[src/rtl/whsas_pkg.sv]
// whsas_pkg: shared constants, widths and the queue entry type for the
// weekly hours sort and stats block; no dependencies
package whsas_pkg;

  localparam int unsigned DAYS_DEF   = 7;
  localparam int unsigned HOURS_W    = 11;
  localparam int unsigned TOTAL_W    = 14;
  localparam int unsigned SMALL_W    = 3;
  localparam int unsigned TOTAL_MAX  = 16383;
  localparam int unsigned SMALL_MAX  = 7;

  localparam logic [HOURS_W-1:0] HOURS_MAX = 11'd1500;

  localparam int unsigned FIFO_DEPTH = 2;
  localparam int unsigned FIFO_PTR_W = $clog2(FIFO_DEPTH);
  localparam int unsigned FIFO_CNT_W = $clog2(FIFO_DEPTH + 1);

  localparam int unsigned ADDR_W = 3;
  localparam int unsigned DATA_W = 32;

  // register index, taken from paddr[2]
  localparam logic REG_IDX_TARGET = 1'b0;

  typedef struct packed {
    logic [HOURS_W-1:0] hours;
    logic               last;
  } entry_t;

endpackage

[src/rtl/whsas_front.sv]
// whsas_front: input side, saturates each value and tags the last of a set
// depends on whsas_pkg
module whsas_front
  import whsas_pkg::*;
#(
  parameter int unsigned DAYS = DAYS_DEF
) (
  input  logic               clk_i,
  input  logic               rst_ni,
  input  logic               push_i,
  input  logic [HOURS_W-1:0] hours_i,
  input  logic               fifo_full_i,
  output logic               wr_en_o,
  output entry_t             entry_o
);

  localparam int unsigned IDX_W = $clog2(DAYS);

  logic [IDX_W-1:0] cnt_q, cnt_d;
  logic             accept;

  assign accept        = push_i & ~fifo_full_i;
  assign wr_en_o       = accept;
  assign entry_o.hours = (hours_i > HOURS_MAX) ? HOURS_MAX : hours_i;
  assign entry_o.last  = (cnt_q == IDX_W'(DAYS - 1));

  always_comb begin
    cnt_d = cnt_q;
    if (accept) begin
      cnt_d = entry_o.last ? '0 : cnt_q + 1'b1;
    end
  end

  always_ff @(posedge clk_i or negedge rst_ni) begin
    if (!rst_ni) begin
      cnt_q <= '0;
    end else begin
      cnt_q <= cnt_d;
    end
  end

endmodule

[src/rtl/whsas_fifo.sv]
// whsas_fifo: short queue between the input side and the sort engine
// depends on whsas_pkg
module whsas_fifo
  import whsas_pkg::*;
(
  input  logic   clk_i,
  input  logic   rst_ni,
  input  logic   wr_en_i,
  input  entry_t wr_data_i,
  input  logic   rd_en_i,
  output entry_t rd_data_o,
  output logic   full_o,
  output logic   empty_o
);

  entry_t                mem_q [FIFO_DEPTH];
  logic [FIFO_PTR_W-1:0] wptr_q, wptr_d, rptr_q, rptr_d;
  logic [FIFO_CNT_W-1:0] cnt_q, cnt_d;
  logic                  do_wr, do_rd;

  assign full_o    = (cnt_q == FIFO_CNT_W'(FIFO_DEPTH));
  assign empty_o   = (cnt_q == '0);
  assign do_wr     = wr_en_i & ~full_o;
  assign do_rd     = rd_en_i & ~empty_o;
  assign rd_data_o = mem_q[rptr_q];

  always_comb begin
    wptr_d = wptr_q;
    rptr_d = rptr_q;
    cnt_d  = cnt_q;
    if (do_wr) begin
      wptr_d = (wptr_q == FIFO_PTR_W'(FIFO_DEPTH - 1)) ? '0 : wptr_q + 1'b1;
    end
    if (do_rd) begin
      rptr_d = (rptr_q == FIFO_PTR_W'(FIFO_DEPTH - 1)) ? '0 : rptr_q + 1'b1;
    end
    if (do_wr && !do_rd) begin
      cnt_d = cnt_q + 1'b1;
    end else if (do_rd && !do_wr) begin
      cnt_d = cnt_q - 1'b1;
    end
  end

  always_ff @(posedge clk_i or negedge rst_ni) begin
    if (!rst_ni) begin
      wptr_q <= '0;
      rptr_q <= '0;
      cnt_q  <= '0;
    end else begin
      wptr_q <= wptr_d;
      rptr_q <= rptr_d;
      cnt_q  <= cnt_d;
    end
  end

  always_ff @(posedge clk_i) begin
    if (do_wr) begin
      mem_q[wptr_q] <= wr_data_i;
    end
  end

endmodule

[src/rtl/whsas_back.sv]
// whsas_back: collects a set, counts met days, runs an odd-even transposition sort
// and shifts the sorted set out, average by reciprocal multiply; depends on whsas_pkg
module whsas_back
  import whsas_pkg::*;
#(
  parameter int unsigned DAYS = DAYS_DEF
) (
  input  logic               clk_i,
  input  logic               rst_ni,
  input  logic               fifo_empty_i,
  input  entry_t             entry_i,
  output logic               fifo_pop_o,
  input  logic [HOURS_W-1:0] target_i,
  input  logic               pop_i,
  output logic               empty_o,
  output logic [HOURS_W-1:0] sorted_hours_o,
  output logic               last_out_o,
  output logic [TOTAL_W-1:0] total_hours_o,
  output logic [HOURS_W-1:0] average_hours_o,
  output logic [SMALL_W-1:0] busiest_day_o,
  output logic [SMALL_W-1:0] lightest_day_o,
  output logic [SMALL_W-1:0] met_count_o,
  output logic [SMALL_W-1:0] missed_count_o
);

  localparam int unsigned IDX_W   = $clog2(DAYS);
  localparam int unsigned TOT_W   = $clog2(DAYS * 1500 + 1);
  localparam int unsigned MC_W    = $clog2(DAYS + 1);
  localparam int unsigned CALC_N  = 2 * DAYS;
  localparam int unsigned CALC_W  = $clog2(CALC_N);
  // exact quotient for any total below 2**TOT_W
  localparam int unsigned RECIP_S = TOT_W + IDX_W;
  localparam int unsigned RECIP_M = ((1 << RECIP_S) + DAYS - 1) / DAYS;
  localparam int unsigned PROD_W  = 2 * TOT_W + 1;

  localparam logic [1:0] ST_LOAD = 2'd0;
  localparam logic [1:0] ST_CALC = 2'd1;
  localparam logic [1:0] ST_EMIT = 2'd2;

  logic [1:0]         state_q, state_d;
  logic [IDX_W-1:0]   fill_q, fill_d;
  logic [CALC_W-1:0]  calc_q, calc_d;
  logic [IDX_W-1:0]   emit_q, emit_d;

  logic [HOURS_W-1:0] sort_q [DAYS];
  logic [HOURS_W-1:0] sort_d [DAYS];
  logic [TOT_W-1:0]   total_q, total_d;
  logic [HOURS_W-1:0] max_val_q, max_val_d, min_val_q, min_val_d;
  logic [IDX_W-1:0]   max_idx_q, max_idx_d, min_idx_q, min_idx_d;
  logic [MC_W-1:0]    met_q, met_d;

  logic [HOURS_W-1:0] v;
  logic [MC_W-1:0]    missed;
  logic [PROD_W-1:0]  avg_prod;

  assign v        = entry_i.hours;
  assign missed   = MC_W'(DAYS) - met_q;
  assign avg_prod = PROD_W'(total_q) * PROD_W'(RECIP_M);

  always_comb begin
    state_d    = state_q;
    fill_d     = fill_q;
    calc_d     = calc_q;
    emit_d     = emit_q;
    sort_d     = sort_q;
    total_d    = total_q;
    max_val_d  = max_val_q;
    max_idx_d  = max_idx_q;
    min_val_d  = min_val_q;
    min_idx_d  = min_idx_q;
    met_d      = met_q;
    fifo_pop_o = 1'b0;
    case (state_q)
      ST_LOAD: begin
        if (!fifo_empty_i) begin
          fifo_pop_o     = 1'b1;
          sort_d[fill_q] = v;
          if (fill_q == '0) begin
            total_d   = TOT_W'(v);
            max_val_d = v;
            max_idx_d = '0;
            min_val_d = v;
            min_idx_d = '0;
          end else begin
            total_d = total_q + TOT_W'(v);
            if (v > max_val_q) begin
              max_val_d = v;
              max_idx_d = fill_q;
            end
            if (v < min_val_q) begin
              min_val_d = v;
              min_idx_d = fill_q;
            end
          end
          if (entry_i.last) begin
            state_d = ST_CALC;
            fill_d  = '0;
            calc_d  = '0;
            met_d   = '0;
          end else begin
            fill_d = fill_q + 1'b1;
          end
        end
      end
      ST_CALC: begin
        // first DAYS steps count met days, the rest sort
        if (calc_q < CALC_W'(DAYS)) begin
          if (sort_q[calc_q[IDX_W-1:0]] >= target_i) begin
            met_d = met_q + 1'b1;
          end
        end else begin
          for (int j = 0; j < DAYS - 1; j++) begin
            if ((j[0] == calc_q[0]) && (sort_q[j] < sort_q[j+1])) begin
              sort_d[j]   = sort_q[j+1];
              sort_d[j+1] = sort_q[j];
            end
          end
        end
        if (calc_q == CALC_W'(CALC_N - 1)) begin
          state_d = ST_EMIT;
          emit_d  = '0;
        end else begin
          calc_d = calc_q + 1'b1;
        end
      end
      ST_EMIT: begin
        if (pop_i) begin
          for (int j = 0; j < DAYS - 1; j++) begin
            sort_d[j] = sort_q[j+1];
          end
          if (emit_q == IDX_W'(DAYS - 1)) begin
            state_d = ST_LOAD;
          end
          emit_d = emit_q + 1'b1;
        end
      end
      default: begin
        state_d = ST_LOAD;
      end
    endcase
  end

  always_ff @(posedge clk_i or negedge rst_ni) begin
    if (!rst_ni) begin
      state_q <= ST_LOAD;
      fill_q  <= '0;
      calc_q  <= '0;
      emit_q  <= '0;
    end else begin
      state_q <= state_d;
      fill_q  <= fill_d;
      calc_q  <= calc_d;
      emit_q  <= emit_d;
    end
  end

  always_ff @(posedge clk_i) begin
    sort_q    <= sort_d;
    total_q   <= total_d;
    max_val_q <= max_val_d;
    max_idx_q <= max_idx_d;
    min_val_q <= min_val_d;
    min_idx_q <= min_idx_d;
    met_q     <= met_d;
  end

  assign empty_o         = (state_q != ST_EMIT);
  assign sorted_hours_o  = sort_q[0];
  assign last_out_o      = (emit_q == IDX_W'(DAYS - 1));
  assign total_hours_o   = (32'(total_q) > TOTAL_MAX) ? TOTAL_W'(TOTAL_MAX) : TOTAL_W'(total_q);
  assign average_hours_o = HOURS_W'(avg_prod >> RECIP_S);
  assign busiest_day_o   = (32'(max_idx_q) > SMALL_MAX) ? SMALL_W'(SMALL_MAX)
                                                        : SMALL_W'(max_idx_q);
  assign lightest_day_o  = (32'(min_idx_q) > SMALL_MAX) ? SMALL_W'(SMALL_MAX)
                                                        : SMALL_W'(min_idx_q);
  assign met_count_o     = (32'(met_q) > SMALL_MAX) ? SMALL_W'(SMALL_MAX) : SMALL_W'(met_q);
  assign missed_count_o  = (32'(missed) > SMALL_MAX) ? SMALL_W'(SMALL_MAX) : SMALL_W'(missed);

endmodule

[src/rtl/weekly_hours_sort_and_stats.sv]
// weekly_hours_sort_and_stats: top level with the target register port
// depends on whsas_pkg, whsas_front, whsas_fifo, whsas_back
//
// Takes DAYS hour values (hundredths, saturated at 1500) one per push, and after
// the last value of a set presents the set in descending order, one value per pop,
// each carrying total, average, first max and min index and met/missed counts
// against target_hours. Values enter a two-entry queue at one per cycle while it is
// not full, and the sort engine drains it at one per cycle while collecting a set.
// After the last value of a set the engine first counts met days, then runs odd-even
// transposition passes; the average is a reciprocal multiply of the total. It then
// offers DAYS results, one per cycle when popped; new values wait in the queue until
// the last result is taken.
module weekly_hours_sort_and_stats
  import whsas_pkg::*;
#(
  parameter int unsigned DAYS = DAYS_DEF
) (
  input  logic               clk_i,
  input  logic               rst_ni,
  input  logic               push,
  output logic               full,
  input  logic [HOURS_W-1:0] hours_i,
  output logic               empty,
  input  logic               pop,
  output logic [HOURS_W-1:0] sorted_hours_o,
  output logic               last_out_o,
  output logic [TOTAL_W-1:0] total_hours_o,
  output logic [HOURS_W-1:0] average_hours_o,
  output logic [SMALL_W-1:0] busiest_day_o,
  output logic [SMALL_W-1:0] lightest_day_o,
  output logic [SMALL_W-1:0] met_count_o,
  output logic [SMALL_W-1:0] missed_count_o,
  input  logic               psel,
  input  logic               penable,
  input  logic               pwrite,
  input  logic [ADDR_W-1:0]  paddr,
  input  logic [DATA_W-1:0]  pwdata,
  output logic [DATA_W-1:0]  prdata,
  output logic               pready
);

  logic [HOURS_W-1:0] target_q, target_d;
  logic               cfg_wr;
  logic               fifo_wr, fifo_rd, fifo_full, fifo_empty;
  entry_t             wr_entry, rd_entry;

  assign pready = 1'b1;
  assign cfg_wr = psel & penable & pwrite & pready & (paddr[2] == REG_IDX_TARGET);
  assign prdata = (paddr[2] == REG_IDX_TARGET) ? DATA_W'(target_q) : '0;

  always_comb begin
    target_d = target_q;
    if (cfg_wr) begin
      target_d = pwdata[HOURS_W-1:0];
    end
  end

  always_ff @(posedge clk_i or negedge rst_ni) begin
    if (!rst_ni) begin
      target_q <= '0;
    end else begin
      target_q <= target_d;
    end
  end

  assign full = fifo_full;

  whsas_front #(
    .DAYS (DAYS)
  ) u_front (
    .clk_i       (clk_i),
    .rst_ni      (rst_ni),
    .push_i      (push),
    .hours_i     (hours_i),
    .fifo_full_i (fifo_full),
    .wr_en_o     (fifo_wr),
    .entry_o     (wr_entry)
  );

  whsas_fifo u_fifo (
    .clk_i     (clk_i),
    .rst_ni    (rst_ni),
    .wr_en_i   (fifo_wr),
    .wr_data_i (wr_entry),
    .rd_en_i   (fifo_rd),
    .rd_data_o (rd_entry),
    .full_o    (fifo_full),
    .empty_o   (fifo_empty)
  );

  whsas_back #(
    .DAYS (DAYS)
  ) u_back (
    .clk_i           (clk_i),
    .rst_ni          (rst_ni),
    .fifo_empty_i    (fifo_empty),
    .entry_i         (rd_entry),
    .fifo_pop_o      (fifo_rd),
    .target_i        (target_q),
    .pop_i           (pop),
    .empty_o         (empty),
    .sorted_hours_o  (sorted_hours_o),
    .last_out_o      (last_out_o),
    .total_hours_o   (total_hours_o),
    .average_hours_o (average_hours_o),
    .busiest_day_o   (busiest_day_o),
    .lightest_day_o  (lightest_day_o),
    .met_count_o     (met_count_o),
    .missed_count_o  (missed_count_o)
  );

endmodule

[config.mk]
export PLATFORM = sky130hd
export DESIGN_NAME = weekly_hours_sort_and_stats
export DESIGN_NICKNAME = d
export VERILOG_FILES = /design/src/rtl/whsas_pkg.sv /design/src/rtl/whsas_front.sv /design/src/rtl/whsas_fifo.sv /design/src/rtl/whsas_back.sv /design/src/rtl/weekly_hours_sort_and_stats.sv
export SDC_FILE = /design/constraint.sdc
export NUM_CORES = 1
export LEC_CHECK = 0
export ABC_AREA = 1
export BUFFER_PORTS_ARGS = -buffer_cell sky130_fd_sc_hd__buf_2
export CAP_MARGIN = 5
export CORE_AREA = 2 2 192 147
export CTS_CLUSTER_SIZE = 12
export DETAILED_ROUTE_END_ITERATION = 8
export DIE_AREA = 0 0 194 149
export PLACE_DENSITY_LB_ADDON = 0.08
export SYNTH_ARGS = -nofsm -noshare
export SYNTH_HDL_FRONTEND = slang
export SYNTH_SLANG_ARGS = --single-unit
[constraint.sdc]
create_clock -name clk_i -period 16.78 [get_ports clk_i]
set_input_delay 4.195 -clock clk_i [delete_from_list [all_inputs] [get_ports clk_i]]
set_output_delay 4.195 -clock clk_i [all_outputs]
set_load 0.05 [all_outputs]
==> flow_metrics.py <==
metrics = {
    "hold_path": {
        "hold_depth": 2,
        "min_to": "u_fifo.wptr_q",
        "min-delay-start": "u_fifo.wptr_q",
        "hp-class": "reg2reg",
    },
    "synthesis": {
        "synth_top_area_share_pct": 27.3,
        "synth_edf_count": 146,
        "syn_inst": 2110,
        "async_reset_ff_share_pct": 17.0,
        "synthTopCellsByArea": "edfxtp_1, ha_1, nand2_1",
        "ys_types": 48,
        "ys_ff_latch": 176,
        "syn_area_per_cell_um2": 7.61,
        "seq_area_frac_synth_pct": 32.0,
        "synth_top_cell_by_area": "edfxtp_1",
        "synth_flop_cell": "edfxtp_1",
        "syn-cell-area_um2": 16000,
        "yosys_warnings": 0,
    },
    "cells_and_area": {
        "antenna_cells": 0,
        "drive_above_1_share_pct": 8.83,
        "fin_nets": 2444,
        "area.growth.synth_to_final_pct": 6.77,
        "layout.cells.non_filler": 2521,
    },
    "run_status": {
        "status": "completed",
    },
    "sta": {
        "finalHoldViolations": 0,
        "slew_violations": 0,
        "relSlewSlack_pct": 14.5,
        "rsz0062_at_grt": "no",
        "worstMarginPinSlew_ps": 1270,
        "setup_violations": 0,
        "setup_tns_ps": 0,
        "period_minus_slack_ps": 9600,
        "fmax_mhz": 104,
        "finalCritPeriodShare_pct": 57.2,
        "fin_skew_ps": 10.8,
        "setup_ws_ps": 7180,
    },
    "route": {
        "ant_nets": 0,
        "dr_total_vias": 14203,
        "first_pass_iters": 6,
        "drt_iter0_markers": 1121,
        "drt-total-wl_um": 44200,
        "vias_per_cell": 5.63,
        "wl_per_cell_um": 17.5,
        "drc": 0,
    },
    "global_route": {
        "met2_usage_pct": 44.1,
        "grt_max_degree": 64,
        "gr-usage-met1_pct": 47.0,
        "grt_usage_pct": 31.2,
        "overflow": 0,
        "grt_pass1_vias": 13262,
        "top_usage_layer": "met1",
        "antenna_found_initial": 0,
        "gr-usage-met3_pct": 7.64,
        "grt_pass1_wl_um": 70500,
    },
    "clocking": {
        "postCtsHoldBufs": 0,
        "clock_tree.buffer_depth": 2,
        "clock_latency_ps": 450,
        "numCtsBuffers": 17,
        "post_cts_buffers": 0,
        "root_buffer": "clkbuf_16",
        "clkTransAtPathRegs_ps": 70,
        "htreeDepth": 4,
        "cts_resized": 0,
        "tritoncts": "done",
        "cts.sinks": 176,
    },
    "floorplan": {
        "row_count": 53,
        "chipWidth_um": 194,
        "initial_utilization_pct": 58.7,
        "io_pins": 137,
        "chipHeight_um": 149,
        "coreArea_um2": 27300,
        "die-area_um2": 28900,
    },
    "place": {
        "place_inst": 2489,
        "portBuffers": 91,
        "dpl_worst_slack_ps": 7710,
        "hpwl_um": 33800,
        "globalplace.congestion": 0.920,
    },
    "worst_setup_path": {
        "reg2reg_slack_ps": 12430,
        "r2r-end": "u_back.lightest_day_o[1]",
        "critPathLaunchType": "register",
        "setup.worst_path.end_class": "output port",
        "cpMostUsedCell": "fa_1",
        "cp.arrival_ps": 5410,
        "r2r-start": "u_fifo.rptr_q",
        "r2r_cells": 11,
        "worstPathCellList": "ha_1 -> fa_1 -> fa_1 -> fa_1 -> fa_1 -> fa_1 -> ha_1 -> a21oi_1 -> a21boi_0 -> o21ai_0 -> nand2_1 -> nand3_1 -> nand2_1 -> inv_1 -> nor2_1 -> buf_2",
        "crit_fanout": 11,
        "crit_path_max_incr_delay_ps": 590,
        "cp.required_ps": 12590,
        "critical_path_class": "reg2out",
        "slowest_stage": "edfxtp_1",
    },
    "flow_run": {
        "maxCapViolCount": 0,
    },
}
-- worst max-delay path, delay by kind of cell (launching register included) --
family	cells	cell delay [ps]
adders and majority gates	7	3100
AOI/OAI and AO/OA	3	680
DFF	1	590
buffers and inverters	2	300
and+or+nand+nor	4	290
-- cell type report --
type                       instances  area [um2]
timing repair buffer             108         583
fill                            2443       10200
inverter                         287        1080
clock inverter                    12         136
sequential                       176        5130
multi-input combinational       1561        9320
tap                              357         447
clock buffer                      20         437
-- sequential cells by signal (all words and copies together), names as in the netlist, 2 cells and up --
signal                 cells
target_q                  11
u_back.busiest_day_o       3
u_back.calc_q              4
u_back.emit_q              3
u_back.fill_q              3
u_back.lightest_day_o      3
u_back.max_val_q          11
u_back.met_count_o         3
u_back.min_val_q          11
u_back.sort_q             66
u_back.sorted_hours_o     11
u_back.state_q             2
u_back.total_hours_o      14
u_fifo.cnt_q               2
u_fifo.mem_q              24
u_front.cnt_q              3
-- Yosys cell counts (9+ instances only) --
cell,count
nand2_1,576
inv_1,278
ha_1,211
nor2_1,209
edfxtp_1,146
a21oi_1,126
o21ai_0,109
nand3_1,83
clkbuf_1,43
nand4_1,42
buf_4,37
dfrtp_1,30
fa_1,29
o21ai_1,23
nor3_1,19
buf_2,16
or2_2,13
o32ai_1,12
xor2_1,12
o32ai_2,10
xnor2_1,9
-- cells in the final DEF, fill, tap and decap left out, types with 4 or more instances in the layout --
master / instances
nand2_1: 576
inv_1: 278
nor2_1: 209
ha_1: 209
edfxtp_1: 146
a21oi_1: 126
o21ai_0: 109
buf_2: 91
nand3_1: 83
nand4_1: 42
dfrtp_1: 30
fa_1: 29
o21ai_1: 23
conb_1: 22
nor3_1: 19
clkbuf_16: 17
buf_4: 17
or2_2: 13
xor2_1: 12
o32ai_1: 12
o32ai_2: 10
xnor2_1: 9
inv_2: 7
a31oi_1: 7
o21ai_2: 6
o21bai_1: 5
nor2_2: 4
a21o_1: 4
-- stage by stage --
step / utilization (%) / hold WS [ps] / area, um2
finish: 62.7 / 536 / 17100
global route: 62.7 / 564 / 17100
floorplan: - / 481 / 16100
detailed placement: 60.6 / 517 / 16600
global placement: 60.6 / 503 / 16600
CTS: 62.7 / 532 / 17100
-- per-layer routing --
metal	vias to the layer above	wire length [um]	share of wire (%)
met1	6601	20900	47
met5	-	0	0
li1	6996	-	-
met4	0	1010	2.3
met2	541	18000	41
met3	65	4300	9.7
-- cell families (layout without fill, tap and decap cells) --
kind of cell,after synthesis,in the layout,synth area share (%)
and+or+nand+nor,962,962,24.9
DFF,176,176,32.0
AOI/OAI and AO/OA,316,316,11.4
adders and majority gates,240,240,20.1
buffers and inverters,393,427,10.4
other,2,22,0.0468
xor gates and xnor gates,21,21,1.15
-- worst max-delay path by stage --
| stage | slack (ps) | end | startpoint | depth (start not counted) |
|---|---|---|---|---|
| after global routing | 6920 | average_hours_o[6] | u_back.total_hours_o[11] | 16 |
| after detailed placement | 7710 | average_hours_o[6] | u_back.total_hours_o[11] | 16 |
| final | 7180 | average_hours_o[6] | u_back.total_hours_o[11] | 16 |
| after global placement | 7660 | average_hours_o[6] | u_back.total_hours_o[11] | 16 |
| after floorplan | 7530 | prdata[0] | paddr[2] | 2 |
| after CTS | 7180 | average_hours_o[6] | u_back.total_hours_o[11] | 16 |
Power is not shown: default switching activity piles up to over one toggle a cycle in this logic, so the estimate is an artifact.
